===== src/rtl/fsmc_pkg.sv =====
// Package for the flash save-memory controller: item codes, opcodes, status patterns.
// Used by every module under rtl/.
package fsmc_pkg;
    localparam logic [1:0] FUNC_CMD  = 2'd0;
    localparam logic [1:0] FUNC_STAT = 2'd1;
    localparam logic [1:0] FUNC_BUF  = 2'd2;
    localparam logic [1:0] FUNC_READ = 2'd3;

    localparam logic [7:0] OP_ERASE_SETUP = 8'h4B;
    localparam logic [7:0] OP_ERASE_BLOCK = 8'h78;
    localparam logic [7:0] OP_WRITE_INIT  = 8'hB4;
    localparam logic [7:0] OP_SET_PAGE    = 8'hA5;
    localparam logic [7:0] OP_EXECUTE     = 8'hD2;
    localparam logic [7:0] OP_STATUS_MODE = 8'hE1;
    localparam logic [7:0] OP_READ_MODE   = 8'hF0;

    localparam logic [1:0] MODE_NOOP   = 2'd0;
    localparam logic [1:0] MODE_ERASE  = 2'd1;
    localparam logic [1:0] MODE_WRITE  = 2'd2;
    localparam logic [1:0] MODE_STATUS = 2'd3;

    localparam logic [31:0] ST_ERASE  = 32'h11118008;
    localparam logic [31:0] ST_WRITE  = 32'h11118004;
    localparam logic [31:0] ST_STATUS = 32'h11118001;
    localparam logic [31:0] ST_ID     = 32'h00C20000;
    localparam logic [31:0] ST_READ1  = 32'hF0000000;

    localparam logic [31:0] BUF_ADDR_A = 32'hA8000000;
    localparam logic [31:0] BUF_ADDR_B = 32'h88000000;
    localparam logic [15:0] PAGE_LEN   = 16'd128;

    // Input item as carried on the stream
    typedef struct packed {
        logic [7:0]  byte_value;
        logic [6:0]  byte_pos;
        logic [15:0] transfer_length;
        logic [31:0] flash_address;
        logic        status_select;
        logic [31:0] command_word;
        logic [1:0]  func;
    } item_t;
endpackage


===== src/rtl/fsmc_front.sv =====
// Front end: accepts beats and holds them in a short queue for the back end.
// Depends on fsmc_pkg.
module fsmc_front (
    input  logic             aclk,
    input  logic             aresetn,
    input  logic             s_valid,
    output logic             s_ready,
    input  fsmc_pkg::item_t  s_item,
    output logic             q_valid,
    input  logic             q_ready,
    output fsmc_pkg::item_t  q_item
);
    import fsmc_pkg::*;

    item_t      mem_reg [2];
    logic       wp_reg, rp_reg;
    logic [1:0] cnt_reg;
    logic       push, pop;

    assign s_ready = (cnt_reg != 2'd2);
    assign push    = s_valid && s_ready;
    assign q_valid = (cnt_reg != 2'd0);
    assign pop     = q_valid && q_ready;
    assign q_item  = mem_reg[rp_reg];

    // two-entry queue
    always_ff @(posedge aclk) begin
        if (push) begin
            mem_reg[wp_reg] <= s_item;
        end
        if (!aresetn) begin
            wp_reg  <= 1'b0;
            rp_reg  <= 1'b0;
            cnt_reg <= 2'd0;
        end else begin
            if (push) wp_reg <= ~wp_reg;
            if (pop)  rp_reg <= ~rp_reg;
            cnt_reg <= cnt_reg + {1'b0, push} - {1'b0, pop};
        end
    end

    a_cnt: assert property (@(posedge aclk) disable iff (!aresetn) cnt_reg != 2'd3)
        else $error("queue count overflow");
    a_full: assert property (@(posedge aclk) disable iff (!aresetn)
        (cnt_reg == 2'd2) |-> !s_ready) else $error("ready while full");
    a_empty: assert property (@(posedge aclk) disable iff (!aresetn)
        (cnt_reg == 2'd0) |-> !q_valid) else $error("valid while empty");
endmodule


===== config.mk =====
export PLATFORM = sky130hd
export DESIGN_NAME = fsmc_front
export DESIGN_NICKNAME = d
export VERILOG_FILES = /design/src/rtl/fsmc_pkg.sv /design/src/rtl/fsmc_front.sv
export SDC_FILE = /design/constraint.sdc
export NUM_CORES = 1
export LEC_CHECK = 0
export BUFFER_PORTS_ARGS = -buffer_cell sky130_fd_sc_hd__buf_2
export CORE_UTILIZATION = 32
export CTS_BUF_LIST = sky130_fd_sc_hd__clkbuf_4 sky130_fd_sc_hd__clkbuf_8
export DETAILED_ROUTE_END_ITERATION = 8
export GPL_ROUTABILITY_DRIVEN = 0
export MAX_ROUTING_LAYER = met4
export PLACE_DENSITY_LB_ADDON = 0.25
export SETUP_SLACK_MARGIN = 0.3
export SYNTH_ARGS = -nofsm -noshare
export SYNTH_HDL_FRONTEND = slang
export SYNTH_SLANG_ARGS = --single-unit

===== constraint.sdc =====
create_clock -name aclk -period 9.5 [get_ports aclk]
set_input_delay 0.95 -clock aclk [delete_from_list [all_inputs] [get_ports aclk]]
set_output_delay 0.95 -clock aclk [all_outputs]
set_load 0.005 [all_outputs]

==> results of run 1 <==
kinds of logic after synthesis:
| logic type | after synthesis |
|---|---|
| multiplexers | 99 |
| AO/OA/AOI/OAI | 1 |
| buffers and inverters | 12 |
| flip-flops | 201 |
| adder cells (fa/ha/maj) | 2 |
| AND/OR/NAND/NOR | 11 |
| XOR/XNOR | 3 |
final cells by class:
class / instances / area share
sequential: 201 / 0.641
multi-input combinational: 116 / 0.141
timing repair buffer: 205 / 0.111
clock buffer: 48 / 0.0634
tap: 285 / 0.0382
clock inverter: 10 / 0.00402
inverter: 1 / 0.000402
antenna: 1 / 0.000268
power breakdown:
| group | switching [uW] | internal, uW | total (uW) |
|---|---|---|---|
| registers | 52.5 | 1120 | 1170 |
| logic | 227 | 264 | 491 |
| clock network | 316 | 397 | 714 |
| total | 596 | 1780 | 2370 |
per-stage QoR:
stage,instances,utilization,cell area [um2],setup slack (ns)
floorplan,329,-,7380,3.82
global placement,808,0.385,8710,6.42
detailed placement,808,0.385,8710,6.38
CTS,866,0.412,9340,5.80
global route,867,0.412,9340,5.74
finish,867,0.412,9340,5.92
final timing paths:
kind	slack [ns]	to
max	5.92	q_item[6]
min	0.52	wp_reg
max reg2reg	7.13	mem_reg[1][63]
min reg2reg	0.52	wp_reg
synthesized netlist by cell type:
cell,count,area (um2)
and2_1,2,12.5
and3_1,1,6.26
buf_2,7,35.0
buf_6,4,45.0
dfxtp_1,5,100
edfxtp_1,196,5890
ha_1,2,25.0
inv_1,1,3.75
mux2_2,78,878
mux2_4,20,300
mux2i_1,1,10.0
nand2_1,2,7.51
nand2b_1,2,12.5
nor2_1,1,3.75
nor2b_1,2,12.5
o21a_1,1,7.51
or2_2,1,6.26
xnor2_1,3,26.3
worst max-delay path, stage by stage, from the launching register on:
cell	delay, ns
dfxtp_4	0.75
buf_4	0.73
mux2_2	0.42
buf_2	0.13
layer usage:
layer / up-vias / GRT usage / routed length, um
li1: 1770 / - / -
met1: 1830 / 0.130 / 5540
met2: 146 / 0.208 / 7010
met3: 35 / 0.0443 / 1160
met4: 0 / 0.0552 / 380
met5: - / - / 0
placed cells by master (no fill, tap or decap), types with 2 or more instances in the layout:
cell and count:
edfxtp_1 196, nor2b_1 2, ha_1 2, clkbuf_8 37
buf_4 4, clkinv_1 10, xnor2_1 3, nand2b_1 2
mux2_2 78, clkbuf_4 11, and2_1 2, nand2_1 2
mux2_4 20, dfxtp_1 4, buf_2 201
==> results.json, run 1 <==
{
  "largest_reg_flops": 196,
  "synthCells": 329,
  "area_growth_pct": 26.6,
  "worstPathMaxFanout": 53,
  "ff2ff_path_depth": 3,
  "synthXorXnorAreaFrac": 0.00356,
  "core-area_um2": 22600,
  "final-max-slew-violation-count": 0,
  "antenna_found_initial": 1,
  "vdd_drop_max_v": 0.000128,
  "ff_latch_area_um2": 5990,
  "grt_usage": 0.124,
  "cts_tree": "built",
  "fillers": 2078,
  "htreeDepth": 2,
  "die_w_um": 154,
  "seq_area_frac_synth": 0.811,
  "endpoint_kind": "output pin",
  "drive_gt1_frac": 0.611,
  "skew_ns": 0.0158,
  "hold_buffers": 0,
  "finalCritPeriodShare": 0.377,
  "power.total_uw": 2370,
  "dpl.hpwl_mm": 8.82,
  "holdWs_ns": 0.523,
  "power_leakage_uw": 0.00351,
  "min_period_ns": 3.58,
  "tightest_slew_ns": 0.840,
  "clk_latency_ns": 0.50,
  "synth-simple-area-share": 0.00831,
  "yosysUniqueCellTypes": 18,
  "vias_per_cell": 4.36,
  "die_h_um": 154,
  "hp-class": "reg -> reg",
  "routed_wire_length_per_instance_um": 16.2,
  "power_per_cell_area_nw_per_um2": 254,
  "fin_nets": 663,
  "ys_ff_latch": 201,
  "synth_compound_area_frac": 0.00102,
  "cap_violations": 0,
  "dr.pass1.iters": 4,
  "crit_type": "reg -> out",
  "clk_pin_slew_ns": 0.06,
  "synth_top_family_by_area": "multiplexers",
  "die_area_um2": 23700,
  "post-cts-setup-buffer-count": 0,
  "grt-ovfl-total": 0,
  "rsz0062_at_grt": "false",
  "ios": 202,
  "grt_pass1_wl_mm": 21.8,
  "cp.required_ns": 8.55,
  "portBuffers": 201,
  "grt_pass1_vias": 4198,
  "syn-cell-area_um2": 7380,
  "cts_resized": 0,
  "synthMuxAreaShare": 0.161,
  "fmax_mhz": 279,
  "crit_arrival_ns": 2.63,
  "rr_startpoint": "cnt_reg[0]",
  "status": "finished clean",
  "synthAdderAreaFrac": 0.00339,
  "setup_viol": 0,
  "clock-root-buffer": "clkbuf_8",
  "drc": 0,
  "crit_path_start_kind": "flip-flop",
  "min_path_cells": 2,
  "min-delay-start": "wp_reg",
  "slew_headroom": 0.440,
  "wl_mm": 14.1,
  "drt_iter0_markers": 160,
  "cts_made_buffers": 34,
  "syn-num-nets": 433,
  "start_util": 0.326,
  "grt_max_degree": 58,
  "multi_input_area_um2": 1320,
  "avgSynthCellArea_um2": 22.4,
  "hold_viol": 0,
  "tns_ns": 0,
  "cts_buffer_depth": 3,
  "via_count": 3781,
  "cts.sinks": 201,
  "ys_warn_count": 0,
  "antenna_left": 0,
  "std_cell_rows": 55
}
Note: power is estimated with default switching activity, not from simulation.
==> run 2, diff against run 1 <==
==> constraint.sdc (replaced) <==
create_clock -name aclk -period 3.7 [get_ports aclk]
set_input_delay 0.37 -clock aclk [delete_from_list [all_inputs] [get_ports aclk]]
set_output_delay 0.37 -clock aclk [all_outputs]
set_load 0.005 [all_outputs]
==> run 2 against run 1 <==
Effect of this change: worst setup slack got worse by 4.8 ns; critical path type unchanged; sequential share of layout area fell by 0.50 points; clock-buffer cell count did not move; clock skew fell by 0.0036 ns; final cell count rose by 0.69%; power rose to 2.6 times the previous value; critical path depth did not move; flip-flop and latch count did not move; routed wire length fell by 1.3%; sequential power rose to 2.6 times the previous value; hold slack got worse by 0.46 ns; highest routed layer unchanged.
==> results.json, run 2 (synthesis gave the netlist of run 1 again) <==
{
  "intPower_uw": 4610,
  "routed_wire_length_per_instance_um": 15.9,
  "p_sw_uw": 1560,
  "rrSetupSlack_ns": 1.67,
  "hold_path_end": "mem_reg[1][75]",
  "p_clk_frac": 0.306,
  "cp_slowest_cell": "dfxtp_4",
  "cts_made_buffers": 35,
  "status": "finished clean",
  "clock-root-buffer": "clkbuf_8",
  "std_cell_rows": 55,
  "slew_headroom": 0.416,
  "die_w_um": 154,
  "tns_ns": 0,
  "crit_path_start_kind": "flip-flop",
  "setup_viol": 0,
  "grt_usage": 0.122,
  "crit_chain": "buf_4, mux2_2, buf_2",
  "drc": 0,
  "ff2ff_path_depth": 3,
  "power.total_uw": 6170,
  "final_cell_mix": "201 x buf_2, 196 x edfxtp_1, 78 x mux2_2",
  "preCtsSetupSlack_ns": 1.57,
  "cts_tree": "built",
  "grt-ovfl-total": 0,
  "start_util": 0.326,
  "crit_arrival_ns": 2.21,
  "largest_reg_flops": 196,
  "grt_pass1_vias": 4202,
  "drt_iter0_markers": 153,
  "post-cts-setup-buffer-count": 0,
  "dpl.hpwl_mm": 8.70,
  "hold_viol": 0,
  "rsz0062_at_grt": "false",
  "drive_gt1_frac": 0.617,
  "fin_nets": 666,
  "die_h_um": 154,
  "rr_startpoint": "cnt_reg[0]",
  "ios": 202,
  "cts_resized": 0,
  "min_path_cells": 1,
  "htreeDepth": 2,
  "switching_share": 0.252,
  "min-delay-start": "s_item[75]",
  "clk_pin_slew_ns": 0.06,
  "die_area_um2": 23700,
  "endpoint_kind": "output pin",
  "skew_ns": 0.0122,
  "finalCritPeriodShare": 0.698,
  "cp.required_ns": 3.33,
  "reg2reg_to": "mem_reg[1][82]",
  "min_period_ns": 2.58,
  "worst-path-buf-inv": 2,
  "combPwrFrac": 0.206,
  "fin_ws_ns": 1.12,
  "power_frac_seq": 0.488,
  "power_leakage_uw": 0.00355,
  "critPathMaxStageDelay_ns": 0.82,
  "grt_pass1_wl_mm": 21.6,
  "cts_buffer_depth": 3,
  "wl_mm": 13.9,
  "portBuffers": 201,
  "fmax_mhz": 387,
  "power_per_cell_area_nw_per_um2": 655,
  "via_count": 3843,
  "antenna_found_initial": 1,
  "antenna_left": 0,
  "grt_max_degree": 63,
  "hp-class": "in -> reg",
  "tightest_slew_ns": 0.876,
  "core-area_um2": 22600,
  "cap_violations": 0,
  "layout_commonest_cell": "buf_2",
  "hold_buffers": 0,
  "clk_latency_ns": 0.49,
  "dr.pass1.iters": 4,
  "vdd_drop_max_v": 0.000341,
  "area_growth_pct": 27.6,
  "crit_family": "flip-flops",
  "vias_per_cell": 4.40,
  "cts.sinks": 201,
  "crit_type": "reg -> out",
  "worstPathMaxFanout": 51,
  "final-max-slew-violation-count": 0
}
[run 2: changes by cell type in the layout (fill, tap and decap cells not counted)]
cell      delta
clkbuf_8     +2
buf_12       +2
clkbuf_4     -2
clkinv_2     +5
clkinv_1     -1
[run 2: routing by layer]
| metal | GRT usage | up-vias | share of wire |
|---|---|---|---|
| li1 | - | 1778 | - |
| met1 | 0.140 | 1882 | 0.41 |
| met2 | 0.197 | 151 | 0.49 |
| met3 | 0.0403 | 32 | 0.075 |
| met4 | 0.0462 | 0 | 0.023 |
| met5 | - | - | 0 |
[run 2: how the worst max path moves through the flow]
stage / from / slack, ns / end / cells after the start
2_1_floorplan: cnt_reg[0] / 0.40 / mem_reg[1][0] / 2
3_3_place_gp: flip-flop / 1.60 / q_item[97] / 3
3_5_place_dp: flip-flop / 1.57 / q_item[4] / 3
4_1_cts: flip-flop / 1.01 / q_item[3] / 3
5_1_grt: flip-flop / 0.94 / q_item[3] / 3
6_report: flip-flop / 1.12 / q_item[0] / 3
[run 2: cell type report]
class                      count  area, um2
fill                        2073      13200
sequential                   201       5990
multi-input combinational    116       1320
timing repair buffer         207       1080
clock buffer                  48        604
tap                          285        357
clock inverter                14       58.8
inverter                       1       3.75
antenna                        1       2.50
[run 2: metrics by stage]
step	utilization	instances	hold WS (ns)	instance area (um2)
4_1_cts	0.416	872	0.0163	9410
2_1_floorplan	-	329	0.469	7390
3_5_place_dp	0.386	810	0.524	8750
3_3_place_gp	0.386	810	0.509	8750
6_report	0.416	873	0.0635	9410
5_1_grt	0.416	873	0.0207	9410
[run 2: worst reg2reg max path: stages, from the launching register on]
cell and delay [ns]:
dfxtp_1 0.38, nand2b_1 0.19, and3_4 0.69, buf_4 0.46
[run 2: power by group through the flow]
| stage | registers [uW] | clock network [uW] | logic [uW] |
|---|---|---|---|
| final | 3010 | 1890 | 1270 |
| after global routing | 3050 | 2060 | 1390 |
| after CTS | 3020 | 1970 | 1310 |
| after detailed placement | 3070 | 0 | 1300 |
| after global placement | 3050 | 0 | 1280 |
| after floorplan | 2970 | 0 | 834 |
==> run 3, diff against run 2 <==
==> constraint.sdc (replaced) <==
create_clock -name aclk -period 2.1 [get_ports aclk]
set_input_delay 0.21 -clock aclk [delete_from_list [all_inputs] [get_ports aclk]]
set_output_delay 0.21 -clock aclk [all_outputs]
set_load 0.005 [all_outputs]
==> run 3 against run 2 <==
Effect of this change: power increased by 96%; critical path depth increased by 2; hold slack got worse by 0.022 ns; design area increased by 17%; combinational power increased to 2.6 times the previous value; largest cell class unchanged; highest routed layer unchanged.
==> results.json, run 3 (synthesis gave the netlist of run 1 again) <==
{
  "status": "finished clean",
  "power_leakage_uw": 0.00423,
  "wl_met1_mm": 6.69,
  "crit_top_cell": "buf_12",
  "dr.pass1.iters": 4,
  "drive_gt1_frac": 0.552,
  "maxUsedRoutingLayer": "met4",
  "die_w_um": 154,
  "routed_wire_length_per_instance_um": 16.6,
  "dpl.hpwl_mm": 9.48,
  "hold_viol": 0,
  "start_util": 0.326,
  "area_growth_pct": 49.0,
  "vdd_drop_max_v": 0.000642,
  "min_path_cells": 3,
  "crit_chain": "buf_12, buf_12, buf_16, mux2_4, buf_6",
  "cp_slowest_cell": "dfxtp_4",
  "clock-root-buffer": "clkbuf_8",
  "std_cell_rows": 55,
  "wl_mm": 16.4,
  "via_count": 4278,
  "critPathMaxStageDelay_ns": 0.37,
  "skew_ns": 0.0191,
  "final_cell_mix": "196 x edfxtp_1, 184 x buf_2, 99 x dlygate4sd3_1",
  "worstPathMaxFanout": 5,
  "grt_usage": 0.140,
  "preCtsSetupSlack_ns": 0.509,
  "cts.sinks": 201,
  "drt_iter0_markers": 107,
  "cts_made_buffers": 37,
  "grt-ovfl-total": 0,
  "crit_family": "buffers and inverters",
  "crit_arrival_ns": 1.69,
  "fin_nets": 787,
  "die_area_um2": 23700,
  "wl_met2_mm": 8.35,
  "ios": 202,
  "min_period_ns": 1.90,
  "portBuffers": 201,
  "grt_pass1_vias": 4866,
  "wl_met3_mm": 1.08,
  "fmax_mhz": 525,
  "rsz0062_at_grt": "true",
  "finalCritPeriodShare": 0.906,
  "htreeDepth": 2,
  "path_depth": 5,
  "largest_reg_flops": 196,
  "fin_ws_ns": 0.197,
  "die_h_um": 154,
  "cts_buffer_depth": 3,
  "antenna_left": 0,
  "hp-class": "in -> reg",
  "antenna_found_initial": 1,
  "power_per_cell_area_nw_per_um2": 1100,
  "setup_viol": 0,
  "cts_tree": "built",
  "vias_per_cell": 4.31,
  "grt_max_degree": 52,
  "layout_commonest_cell": "edfxtp_1",
  "clk_latency_ns": 0.51,
  "cp.required_ns": 1.89,
  "tightest_slew_ns": 0.374,
  "drc": 0,
  "ff2ff_path_depth": 7,
  "crit_path_start_kind": "flip-flop",
  "crit_type": "reg -> out",
  "cap_violations": 0,
  "final-max-slew-violation-count": 0,
  "endpoint_kind": "output pin",
  "worst-path-buf-inv": 4,
  "clk_pin_slew_ns": 0.06,
  "grt_pass1_wl_mm": 24.8,
  "core-area_um2": 22600,
  "tns_ns": 0,
  "slew_headroom": 0.750
}
==> run 3: cell types whose count changed in the layout (fill, tap and decap cells not counted), moves of 2 or more <==
cell,delta
buf_2,-17
buf_8,+2
clkbuf_16,+4
buf_12,+6
clkbuf_4,+4
buf_16,+3
clkinv_1,-4
mux2_2,-8
dlygate4sd3_1,+99
mux2_4,+8
buf_6,+22
==> run 3: area by class of cell <==
type	count	area, um2
multi-input combinational	116	1370
antenna	1	2.50
inverter	1	3.75
fill	1914	11600
clock buffer	52	634
sequential	201	5990
tap	285	357
timing repair buffer	326	2560
clock inverter	11	76.3
==> run 3: what timing repair did <==
action                                  in CTS  in global routing
endpoints found under the setup margin      98                 98
resized for setup                           11                 28
hold buffers                                99                  0
endpoints found under the hold margin      201                  0
gates cloned                                 2                  5
buffers inserted                            10                  0
==> run 3: stage by stage <==
step                total power (uW)  cells  cell area, um2  hold slack (ns)  utilization
finish                         12100    993           11000           0.0419        0.486
detailed placement              7820    813            8840            0.401        0.390
global placement                7770    813            8840            0.397        0.390
CTS                            11900    987           10700          0.00706        0.474
global route                   12700    993           11000           0.0330        0.486
floorplan                       6720    329            7400            0.309            -
==> run 3: tightest hold or removal path, delay by kind of cell <==
| family | cells | cell delay [ns] |
|---|---|---|
| muxes | 1 | 0.07 |
| buffers and inverters | 1 | 0.12 |
| and+or+nand+nor | 1 | 0.09 |
==> run 3: power by group <==
part,internal (uW),switching [uW],leakage [uW]
registers,5040,145,0.00187
clock network,2060,1520,0.000378
logic,1930,1380,0.00198
total,9030,3040,0.00423
==> run 3: final timing paths <==
| path | startpoint | endpoint | slack, ns |
|---|---|---|---|
| setup / recovery | flip-flop | q_item[85] | 0.20 |
| hold / removal | s_valid | wp_reg | 0.04 |
| setup reg to reg | cnt_reg[1] | cnt_reg[1] | 0.51 |
| hold reg to reg | wp_reg | wp_reg | 0.54 |
==> run 3: per-layer routing <==
| metal | vias up | track usage |
|---|---|---|
| li1 | 2019 | - |
| met1 | 2069 | 0.152 |
| met2 | 158 | 0.241 |
| met3 | 32 | 0.0414 |
| met4 | 0 | 0.0510 |
| met5 | - | - |
